==> src/hdl/trlc_pkg.sv <==
package trlc_pkg;

  localparam int unsigned CfgIdxW  = 3;
  localparam int unsigned CfgDataW = 15;
  localparam int unsigned DistW    = 15;
  localparam int unsigned VolW     = 10;
  localparam int unsigned AccW     = 20;
  localparam int unsigned CntW     = 16;
  localparam int unsigned SumW     = 36;

  localparam logic [CfgIdxW-1:0] RegEmptyDepth = 3'd0;
  localparam logic [CfgIdxW-1:0] RegLevelSpan  = 3'd1;
  localparam logic [CfgIdxW-1:0] RegRefillDist = 3'd2;
  localparam logic [CfgIdxW-1:0] RegFullVolume = 3'd3;
  localparam logic [CfgIdxW-1:0] RegDeadband   = 3'd4;

  localparam logic [1:0] CmdEcho   = 2'd0;
  localparam logic [1:0] CmdButton = 2'd1;
  localparam logic [1:0] CmdRemote = 2'd2;

  localparam logic [AccW-1:0] AccMax = {AccW{1'b1}};
  localparam logic [CntW-1:0] CntMax = {CntW{1'b1}};
  localparam logic [SumW-1:0] SumMax = {SumW{1'b1}};

  typedef enum logic [2:0] {
    StIdle,
    StVolDiv,
    StUpdate,
    StAvgRefill,
    StAvgEvap,
    StOut
  } trlc_state_e;

  // Commands from the controller to the datapath.
  typedef struct packed {
    logic capture;
    logic vol_start;
    logic update;
    logic avg_start;
    logic avg_sel;
    logic out_load;
  } trlc_cmd_t;

  // Status from the datapath to the controller.
  typedef struct packed {
    logic div_busy;
    logic is_echo;
  } trlc_status_t;

endpackage

==> src/hdl/trlc_divider.sv <==
module trlc_divider import trlc_pkg::*; (
  input  logic            clk_i,
  input  logic            rst_ni,
  input  logic            start_i,
  input  logic [SumW-1:0] dividend_i,
  input  logic [CntW-1:0] divisor_i,
  output logic            busy_o,
  output logic [SumW-1:0] quotient_o
);

  localparam int unsigned StepW = $clog2(SumW + 1);

  logic [SumW-1:0]  quo_q, quo_d;
  logic [CntW:0]    rem_q, rem_d;
  logic [CntW-1:0]  dvs_q;
  logic [StepW-1:0] cnt_q, cnt_d;
  logic             busy_q, busy_d;
  logic [CntW:0]    trial;

  // Restoring division, one quotient bit per cycle.
  always_comb begin
    quo_d  = quo_q;
    rem_d  = rem_q;
    cnt_d  = cnt_q;
    busy_d = busy_q;
    trial  = {rem_q[CntW-1:0], quo_q[SumW-1]};
    if (start_i) begin
      quo_d  = dividend_i;
      rem_d  = '0;
      cnt_d  = StepW'(SumW);
      busy_d = 1'b1;
    end else if (busy_q) begin
      if (trial >= {1'b0, dvs_q}) begin
        rem_d = trial - {1'b0, dvs_q};
        quo_d = {quo_q[SumW-2:0], 1'b1};
      end else begin
        rem_d = trial;
        quo_d = {quo_q[SumW-2:0], 1'b0};
      end
      cnt_d = cnt_q - 1'b1;
      if (cnt_q == StepW'(1)) begin
        busy_d = 1'b0;
      end
    end
  end

  always_ff @(posedge clk_i or negedge rst_ni) begin
    if (!rst_ni) begin
      busy_q <= 1'b0;
      cnt_q  <= '0;
    end else begin
      busy_q <= busy_d;
      cnt_q  <= cnt_d;
    end
  end

  always_ff @(posedge clk_i) begin
    quo_q <= quo_d;
    rem_q <= rem_d;
    if (start_i) begin
      dvs_q <= divisor_i;
    end
  end

  assign busy_o     = busy_q;
  assign quotient_o = quo_q;

endmodule

==> src/hdl/trlc_datapath.sv <==
module trlc_datapath import trlc_pkg::*; (
  input  logic               clk_i,
  input  logic               rst_ni,
  input  trlc_cmd_t          cmd_i,
  output trlc_status_t       status_o,
  input  logic               cfg_we_i,
  input  logic [CfgIdxW-1:0] cfg_idx_i,
  input  logic [CfgDataW-1:0] cfg_data_i,
  input  logic [1:0]         command_i,
  input  logic [15:0]        echo_time_i,
  input  logic               button_level_i,
  input  logic               remote_on_i,
  output logic               pump_on_o,
  output logic [VolW-1:0]    volume_milli_o,
  output logic [AccW-1:0]    refill_total_o,
  output logic [AccW-1:0]    evaporation_total_o,
  output logic [CntW-1:0]    refill_cycles_o,
  output logic [CntW-1:0]    evaporation_cycles_o,
  output logic [AccW-1:0]    refill_average_o,
  output logic [AccW-1:0]    evaporation_average_o,
  output logic               full_stop_o
);

  // Configuration registers.
  logic [DistW-1:0] empty_q, span_q, rdist_q;
  logic [VolW-1:0]  full_q, dband_q;

  always_ff @(posedge clk_i or negedge rst_ni) begin
    if (!rst_ni) begin
      empty_q <= 15'd1500;
      span_q  <= 15'd1300;
      rdist_q <= 15'd1000;
      full_q  <= 10'd980;
      dband_q <= 10'd10;
    end else if (cfg_we_i) begin
      case (cfg_idx_i)
        RegEmptyDepth: empty_q <= cfg_data_i;
        RegLevelSpan:  span_q  <= cfg_data_i;
        RegRefillDist: rdist_q <= cfg_data_i;
        RegFullVolume: full_q  <= cfg_data_i[VolW-1:0];
        RegDeadband:   dband_q <= cfg_data_i[VolW-1:0];
        default: ;
      endcase
    end
  end

  // Captured beat, with the distance worked out on the way in.
  logic [1:0]  cmd_q;
  logic        btn_q, rem_q;
  logic [16:0] dist_q;
  logic [20:0] echo17;
  logic [41:0] dist_prod;

  // Distance is echo*17/10; the divide by ten is a multiply by 2^24/10, rounded up,
  // which is exact over the whole echo range.
  assign echo17    = {5'd0, echo_time_i} * 21'd17;
  assign dist_prod = {21'd0, echo17} * 42'd1677722;

  always_ff @(posedge clk_i) begin
    if (cmd_i.capture) begin
      cmd_q  <= command_i;
      btn_q  <= button_level_i;
      rem_q  <= remote_on_i;
      dist_q <= dist_prod[40:24];
    end
  end

  // Clamped depth and the volume dividend.
  logic [DistW-1:0] span_eff, depth;
  logic [24:0]      depth_k;
  assign span_eff = (span_q == '0) ? DistW'(1) : span_q;
  always_comb begin
    if ({2'b0, empty_q} > dist_q) depth = DistW'({2'b0, empty_q} - dist_q);
    else depth = '0;
    if (depth > span_eff) depth = span_eff;
  end
  assign depth_k = {10'd0, depth} * 25'd1000;

  // Shared serial divider.
  logic            dv_start, dv_busy;
  logic [SumW-1:0] dv_dividend, dv_quot;
  logic [CntW-1:0] dv_divisor;
  logic [SumW-1:0] rsum_q, esum_q;
  logic [CntW-1:0] rcnt_q, ecnt_q;

  always_comb begin
    dv_start    = cmd_i.vol_start | cmd_i.avg_start;
    dv_dividend = SumW'(depth_k);
    dv_divisor  = CntW'(span_eff);
    if (cmd_i.avg_start) begin
      dv_dividend = cmd_i.avg_sel ? esum_q : rsum_q;
      dv_divisor  = cmd_i.avg_sel ? ecnt_q : rcnt_q;
    end
  end

  trlc_divider u_div (
    .clk_i      (clk_i),
    .rst_ni     (rst_ni),
    .start_i    (dv_start),
    .dividend_i (dv_dividend),
    .divisor_i  (dv_divisor),
    .busy_o     (dv_busy),
    .quotient_o (dv_quot)
  );

  // Controller state.
  logic            pump_q, first_q, bprev_q, stop_q;
  logic [VolW-1:0] prev_q, cur_q;
  logic [AccW-1:0] racc_q, eacc_q;
  logic [AccW-1:0] ravg_q, eavg_q;

  logic            pump_d, first_d, bprev_d, stop_d;
  logic [VolW-1:0] prev_d, cur_d, vol, pv;
  logic [AccW-1:0] racc_d, eacc_d;
  logic [CntW-1:0] rcnt_d, ecnt_d;
  logic [SumW-1:0] rsum_d, esum_d;
  logic [AccW:0]   acc_sum;
  logic [SumW:0]   sum_ext;
  logic            do_start, do_stop;

  always_comb begin
    pump_d = pump_q; first_d = first_q; bprev_d = bprev_q; stop_d = 1'b0;
    prev_d = prev_q; cur_d = cur_q;
    racc_d = racc_q; eacc_d = eacc_q;
    rcnt_d = rcnt_q; ecnt_d = ecnt_q;
    rsum_d = rsum_q; esum_d = esum_q;
    vol = dv_quot[VolW-1:0];
    pv  = first_q ? vol : prev_q;
    acc_sum = '0; sum_ext = '0;
    do_start = 1'b0; do_stop = 1'b0;
    case (cmd_q)
      CmdEcho: begin
        cur_d = vol; first_d = 1'b0; prev_d = vol;
        if (pump_q) begin
          if (vol > pv && (vol - pv) > dband_q) begin
            acc_sum = {1'b0, racc_q} + (AccW+1)'(vol - pv);
            racc_d  = (acc_sum > {1'b0, AccMax}) ? AccMax : acc_sum[AccW-1:0];
          end
          if (vol >= full_q) begin
            do_stop = 1'b1; stop_d = 1'b1;
          end
        end else if (pv > vol && (pv - vol) > dband_q) begin
          acc_sum = {1'b0, eacc_q} + (AccW+1)'(pv - vol);
          eacc_d  = (acc_sum > {1'b0, AccMax}) ? AccMax : acc_sum[AccW-1:0];
        end
        if ((!pump_q || do_stop) && dist_q >= {2'b0, rdist_q}) do_start = 1'b1;
      end
      CmdButton: begin
        if (!btn_q && bprev_q) begin
          do_start = !pump_q;
          do_stop  = pump_q;
        end
        bprev_d = btn_q;
      end
      CmdRemote: begin
        do_start = rem_q;
        do_stop  = !rem_q;
      end
      default: ;
    endcase
    // Close the refill cycle on a stop.
    if (do_stop) begin
      pump_d = 1'b0;
      if (racc_d != '0) begin
        if (rcnt_q != CntMax) rcnt_d = rcnt_q + 1'b1;
        sum_ext = {1'b0, rsum_q} + (SumW+1)'(racc_d);
        rsum_d  = sum_ext[SumW] ? SumMax : sum_ext[SumW-1:0];
        racc_d  = '0;
      end
    end
    // Close the evaporation cycle on a start.
    if (do_start) begin
      pump_d = 1'b1;
      if (eacc_d != '0) begin
        if (ecnt_q != CntMax) ecnt_d = ecnt_q + 1'b1;
        sum_ext = {1'b0, esum_q} + (SumW+1)'(eacc_d);
        esum_d  = sum_ext[SumW] ? SumMax : sum_ext[SumW-1:0];
        eacc_d  = '0;
      end
    end
  end

  always_ff @(posedge clk_i or negedge rst_ni) begin
    if (!rst_ni) begin
      pump_q <= 1'b0; first_q <= 1'b1; bprev_q <= 1'b1; stop_q <= 1'b0;
      prev_q <= '0; cur_q <= '0;
      racc_q <= '0; eacc_q <= '0;
      rcnt_q <= '0; ecnt_q <= '0;
      rsum_q <= '0; esum_q <= '0;
      ravg_q <= '0; eavg_q <= '0;
    end else begin
      if (cmd_i.update) begin
        pump_q <= pump_d; first_q <= first_d; bprev_q <= bprev_d; stop_q <= stop_d;
        prev_q <= prev_d; cur_q <= cur_d;
        racc_q <= racc_d; eacc_q <= eacc_d;
        rcnt_q <= rcnt_d; ecnt_q <= ecnt_d;
        rsum_q <= rsum_d; esum_q <= esum_d;
      end
      // Averages land when the divider finishes; zero count reads as zero.
      if (cmd_i.out_load && !cmd_i.avg_sel) begin
        ravg_q <= (rcnt_q == '0) ? '0 :
                  (dv_quot > SumW'(AccMax)) ? AccMax : dv_quot[AccW-1:0];
      end
      if (cmd_i.out_load && cmd_i.avg_sel) begin
        eavg_q <= (ecnt_q == '0) ? '0 :
                  (dv_quot > SumW'(AccMax)) ? AccMax : dv_quot[AccW-1:0];
      end
    end
  end

  assign status_o.div_busy = dv_busy;
  assign status_o.is_echo  = (cmd_q == CmdEcho);

  assign pump_on_o             = pump_q;
  assign volume_milli_o        = cur_q;
  assign refill_total_o        = racc_q;
  assign evaporation_total_o   = eacc_q;
  assign refill_cycles_o       = rcnt_q;
  assign evaporation_cycles_o  = ecnt_q;
  assign refill_average_o      = ravg_q;
  assign evaporation_average_o = eavg_q;
  assign full_stop_o           = stop_q;

endmodule

==> src/hdl/trlc_controller.sv <==
module trlc_controller import trlc_pkg::*; (
  input  logic         clk_i,
  input  logic         rst_ni,
  input  logic         in_valid_i,
  output logic         in_ready_o,
  output logic         out_valid_o,
  input  logic         out_ready_i,
  input  trlc_status_t status_i,
  output trlc_cmd_t    cmd_o
);

  trlc_state_e state_q, state_d;
  logic        started_q, started_d;

  always_ff @(posedge clk_i or negedge rst_ni) begin
    if (!rst_ni) begin
      state_q   <= StIdle;
      started_q <= 1'b0;
    end else begin
      state_q   <= state_d;
      started_q <= started_d;
    end
  end

  // Sequencing: volume divide (echo commands only), state update, then two average divides.
  always_comb begin
    state_d     = state_q;
    started_d   = 1'b0;
    cmd_o       = '0;
    in_ready_o  = 1'b0;
    out_valid_o = 1'b0;
    case (state_q)
      StIdle: begin
        in_ready_o = 1'b1;
        if (in_valid_i) begin
          cmd_o.capture = 1'b1;
          state_d = StVolDiv;
        end
      end
      StVolDiv: begin
        if (!started_q) begin
          if (status_i.is_echo) begin
            cmd_o.vol_start = 1'b1;
            started_d = 1'b1;
          end else begin
            state_d = StUpdate;
          end
        end else if (!status_i.div_busy) begin
          state_d = StUpdate;
        end else begin
          started_d = 1'b1;
        end
      end
      StUpdate: begin
        cmd_o.update = 1'b1;
        state_d = StAvgRefill;
      end
      StAvgRefill: begin
        cmd_o.avg_sel = 1'b0;
        if (!started_q) begin
          cmd_o.avg_start = 1'b1;
          started_d = 1'b1;
        end else if (!status_i.div_busy) begin
          cmd_o.out_load = 1'b1;
          state_d = StAvgEvap;
        end else begin
          started_d = 1'b1;
        end
      end
      StAvgEvap: begin
        cmd_o.avg_sel = 1'b1;
        if (!started_q) begin
          cmd_o.avg_start = 1'b1;
          started_d = 1'b1;
        end else if (!status_i.div_busy) begin
          cmd_o.out_load = 1'b1;
          state_d = StOut;
        end else begin
          started_d = 1'b1;
        end
      end
      StOut: begin
        out_valid_o = 1'b1;
        if (out_ready_i) begin
          state_d = StIdle;
        end
      end
      default: state_d = StIdle;
    endcase
  end

  // An accepted beat never coincides with a pending result.
  assert property (@(posedge clk_i) disable iff (!rst_ni) !(in_ready_o && out_valid_o))
    else $error("input and output both open");
  // The state is only updated once per beat, after capture.
  assert property (@(posedge clk_i) disable iff (!rst_ni) cmd_o.update |=> !cmd_o.update)
    else $error("double update");
  // A capture always leads to the volume step.
  assert property (@(posedge clk_i) disable iff (!rst_ni)
    cmd_o.capture |=> state_q == StVolDiv)
    else $error("capture without sequencing");

endmodule

==> src/hdl/tank_refill_level_controller_unit.sv <==
// Tank refill level controller.
// Input channel (in_valid_i/in_ready_o) carries one beat: a command with an
// echo time, a button level or a remote switch. Output channel
// (out_valid_o/out_ready_i) returns one result beat per input beat with the
// pump state, fill volume, open-cycle totals, cycle counts and averages.
// Configuration is a plain write port (cfg_we_i, cfg_idx_i, cfg_data_i); the
// user must write it only while the block is idle, which the block itself
// does not enforce. One item is handled at a time. The shared
// one-bit-per-cycle 36-bit divider computes the volume (for echoes only) and
// then the two averages in turn.
// After reset the registers hold their default values, the pump is off and
// all totals, counts and sums are zero. While the receiver stalls, the
// result beat stays valid and unchanged and no new input is taken.
module tank_refill_level_controller_unit import trlc_pkg::*; (
  input  logic                clk_i,
  input  logic                rst_ni,
  input  logic                cfg_we_i,
  input  logic [CfgIdxW-1:0]  cfg_idx_i,
  input  logic [CfgDataW-1:0] cfg_data_i,
  input  logic                in_valid_i,
  output logic                in_ready_o,
  input  logic [1:0]          command_i,
  input  logic [15:0]         echo_time_i,
  input  logic                button_level_i,
  input  logic                remote_on_i,
  output logic                out_valid_o,
  input  logic                out_ready_i,
  output logic                pump_on_o,
  output logic [VolW-1:0]     volume_milli_o,
  output logic [AccW-1:0]     refill_total_o,
  output logic [AccW-1:0]     evaporation_total_o,
  output logic [CntW-1:0]     refill_cycles_o,
  output logic [CntW-1:0]     evaporation_cycles_o,
  output logic [AccW-1:0]     refill_average_o,
  output logic [AccW-1:0]     evaporation_average_o,
  output logic                full_stop_o
);

  trlc_cmd_t    cmd;
  trlc_status_t status;

  trlc_controller u_ctrl (
    .clk_i       (clk_i),
    .rst_ni      (rst_ni),
    .in_valid_i  (in_valid_i),
    .in_ready_o  (in_ready_o),
    .out_valid_o (out_valid_o),
    .out_ready_i (out_ready_i),
    .status_i    (status),
    .cmd_o       (cmd)
  );

  trlc_datapath u_dp (
    .clk_i                 (clk_i),
    .rst_ni                (rst_ni),
    .cmd_i                 (cmd),
    .status_o              (status),
    .cfg_we_i              (cfg_we_i),
    .cfg_idx_i             (cfg_idx_i),
    .cfg_data_i            (cfg_data_i),
    .command_i             (command_i),
    .echo_time_i           (echo_time_i),
    .button_level_i        (button_level_i),
    .remote_on_i           (remote_on_i),
    .pump_on_o             (pump_on_o),
    .volume_milli_o        (volume_milli_o),
    .refill_total_o        (refill_total_o),
    .evaporation_total_o   (evaporation_total_o),
    .refill_cycles_o       (refill_cycles_o),
    .evaporation_cycles_o  (evaporation_cycles_o),
    .refill_average_o      (refill_average_o),
    .evaporation_average_o (evaporation_average_o),
    .full_stop_o           (full_stop_o)
  );

endmodule
==> config.mk <==
export PLATFORM = sky130hd
export DESIGN_NAME = tank_refill_level_controller_unit
export DESIGN_NICKNAME = d
export VERILOG_FILES = /design/src/hdl/trlc_pkg.sv /design/src/hdl/trlc_divider.sv /design/src/hdl/trlc_datapath.sv /design/src/hdl/trlc_controller.sv /design/src/hdl/tank_refill_level_controller_unit.sv
export SDC_FILE = /design/constraint.sdc
export NUM_CORES = 2
export LEC_CHECK = 0
export ABC_CLOCK_PERIOD_IN_PS = 10100
export BUFFER_PORTS_ARGS = -buffer_cell sky130_fd_sc_hd__buf_2
export CELL_PAD_IN_SITES_DETAIL_PLACEMENT = 0
export CELL_PAD_IN_SITES_GLOBAL_PLACEMENT = 1
export CORE_AREA = 2 2 298 300
export DETAILED_ROUTE_END_ITERATION = 8
export DIE_AREA = 0 0 300 302
export PLACE_DENSITY = 0.69
export REMOVE_ABC_BUFFERS = 1
export SYNTH_ARGS = -nofsm -noshare
export SYNTH_HDL_FRONTEND = slang
export SYNTH_SLANG_ARGS = --single-unit
export TNS_END_PERCENT = 1
==> constraint.sdc <==
create_clock -name clk_i -period 10.1 [get_ports clk_i]
set_input_delay 0 -clock clk_i [delete_from_list [all_inputs] [get_ports clk_i]]
set_output_delay 0 -clock clk_i [all_outputs]
set_load 0.05 [all_outputs]
==> impl_metrics.env <==
export IMPL_synth_area_sq_um=34600
export IMPL_grt_max_degree=92
export IMPL_htreeDepth=2
export IMPL_nets=4668
export IMPL_slowest_stage="fa_1"
export IMPL_path_class="flop to flop"
export IMPL_slew_headroom_pct=27.5
export IMPL_routed_wl_um=101000
export IMPL_max_freq_ghz=0.108
export IMPL_viasPerCell=5.36
export IMPL_worstSkewPairLatency_ns=0.60
export IMPL_fp_dieArea_sq_um=90600
export IMPL_clk_pin_slew_ns=0.06
export IMPL_die_height_um=302
export IMPL_clockRootBuffer="clkbuf_16"
export IMPL_syn_inst=3793
export IMPL_post_route_period_util_pct=91.7
export IMPL_die_w_um=300
export IMPL_drv_slew=0
export IMPL_ys_ff_latch=363
export IMPL_port_buffers=168
export IMPL_clock_path_buffers=3
export IMPL_drive_gt1_share_pct=10.6
export IMPL_synth_top_area_share_pct=17.9
export IMPL_track_usage_pct=22.1
export IMPL_cts_sinks=363
export IMPL_initial_core_util_pct=39.5
export IMPL_cp_arrival_ns=9.58
export IMPL_synth_seq_area_share_pct=27.2
export IMPL_grt_pass1_wl_um=157000
export IMPL_setup_viol=0
export IMPL_critPathMaxFanout=19
export IMPL_dp_cells=5052
export IMPL_yosysTopAreaCell="dfrtp_1"
export IMPL_fp_row_count=109
export IMPL_cts_tree="built"
export IMPL_placed_area_sq_um=36800
export IMPL_place_congestion=0.883
export IMPL_grt_pass1_vias=27400
export IMPL_hold_path_class="input port to asynchronous set/reset pin"
export IMPL_min_period_ns=9.26
export IMPL_async_reset_ff_share_pct=75.5
export IMPL_first_pass_iters=5
export IMPL_place_hpwl_um=79800
export IMPL_synth_ff_type="dfrtp_1"
export IMPL_tns_ns=0
export IMPL_maxCapViolations=0
export IMPL_startpoint_type="flop"
export IMPL_antenna_found_initial=9
export IMPL_cts_made_buffers=43
export IMPL_num_vias=27600
export IMPL_ys_top_cells_by_area="dfrtp_1 (18%), ha_1 (17%), fa_1 (12%)"
export IMPL_area_delta_synth_final_pct=11.5
export IMPL_grt_overflow_total=0
export IMPL_detail_route_antenna_nets=0
export IMPL_fp_coreArea_sq_um=87600
export IMPL_hold_viol=0
export IMPL_finalNonFillerCells=5162
export IMPL_outcome="completed"
export IMPL_end_kind="flop"
export IMPL_synth_cell_type_count=98
export IMPL_skew_ns=0.0320
export IMPL_ys_warn_count=0
export IMPL_finalInstanceArea_sq_um=38600
export IMPL_synth_most_common_cell="inv_1"
export IMPL_required_ns=10.41
export IMPL_drtIter0Drc=1807
export IMPL_worst_pin_slew_ns=1.08
export IMPL_rsz0062_at_grt="no"
export IMPL_cpPeakStageDelay_ns=0.57
export IMPL_synth_edf_count=73
export IMPL_synth_common_cells="inv_1 (499), ha_1 (463), nand2_1 (305)"
export IMPL_route_detailed_drc=0
export IMPL_io_pin_count=169
export IMPL_post_drt_wl_per_cell_um=19.5
export IMPL_synth_avg_cell_area_sq_um=9.13
[kinds of logic after synthesis]
family | after synthesis | synth area share, %
AND/OR/NAND/NOR | 1025 | 14.3
buffers and inverters | 616 | 6.89
multiplexers | 98 | 3.06
flip-flops | 363 | 27.2
XOR/XNOR | 182 | 4.61
adder cells (fa/ha/maj) | 666 | 28.4
AO/OA/AOI/OAI | 843 | 15.6
[path summary, 6_finish.rpt]
path,startpoint,to,slack (ns),depth (start not counted)
worst max-delay path,u_dp.empty_q[0]$_DFFE_PN0P_,u_dp.u_div.quotient_o[24]$_DFFE_PP_,0.84,41
worst min-delay path,rst_ni,u_dp.refill_total_o[15]$_DFFE_PN0P_,0.04,2
max in group asynchronous,rst_ni,u_dp.rdist_q[13]$_DFFE_PN0P_,7.91,4
worst min register to register,u_dp.evaporation_average_o[14]$_DFFE_PN0P_,u_dp.evaporation_average_o[14]$_DFFE_PN0P_,0.47,2
min in group clk_i,cfg_we_i,u_dp.dband_q[8]$_DFFE_PN0P_,0.04,5
worst max register to register,u_dp.empty_q[0]$_DFFE_PN0P_,u_dp.u_div.quotient_o[24]$_DFFE_PP_,0.84,41
[area by class of cell]
type                    instances  area (sq um)
multi-input cells            2814         22900
inverters                     500          1880
repair buffers                239          1460
clock buffers                  59          1270
well taps                    1165          1460
flip-flops and latches        363          9400
clock inverters                21           185
fillers                      8771         49000
diodes                          1          2.50
[flip-flops by register name, indices dropped and copies added, names as in the netlist, 17 cells and up]
name	count
u_dp.u_div.quotient_o	36
u_dp.evaporation_total_o	20
u_dp.refill_total_o	20
u_dp.evaporation_average_o	20
u_dp.refill_average_o	20
u_dp.esum_q	36
u_dp.dist_q	17
u_dp.rsum_q	36
[per-layer routing]
layer	routed length [um]	GRT usage (%)
met1	47400	30.6
met2	45900	36.0
met3	4160	2.91
met4	3010	6.71
met5	100	0
[worst max-delay path: cells and delay by family (launching register included)]
family / cells / cell delay [ns]
AO/OA/AOI/OAI: 17 / 3.12
flip-flops: 1 / 0.35
adder cells (fa/ha/maj): 8 / 3.06
AND/OR/NAND/NOR: 7 / 1.17
multiplexers: 1 / 0.34
buffers and inverters: 6 / 0.64
XOR/XNOR: 2 / 0.31
[per-stage QoR]
step                      hold slack, ns  worst slack (ns)  utilization [%]
after floorplan                   -0.296              1.29                -
after global placement            0.0952             0.682             42.0
after detailed placement          0.0970             0.526             42.0
after CTS                         0.0138             0.499             44.0
after global routing              0.0760            0.0228             44.1
final                             0.0411             0.837             44.1
[cell usage in the layout (no fill, tap or decap), drive strengths merged, types with 43 or more instances in the layout]
master / instances
inv: 501
dfrtp: 247
a21oi: 190
nor2b: 43
buf: 210
edfxtp: 73
xor2: 70
nor2: 274
nand2: 306
clkbuf: 59
fa: 201
nand3: 98
a211oi: 43
and3: 44
mux2: 57
o21ai: 225
a31oi: 89
xnor2: 112
a21o: 75
nor3: 61
ha: 463
[repair_timing]
| item | in CTS | in global routing |
|---|---|---|
| setup endpoints to repair | 0 | 6 |
| setup buffers | 0 | 0 |
| gates resized for setup | 0 | 13 |
| hold buffers | 29 | 0 |
| hold endpoints to repair | 160 | 0 |
Power is not shown: default switching activity piles up to over one toggle a cycle in this logic, so the estimate is an artifact.
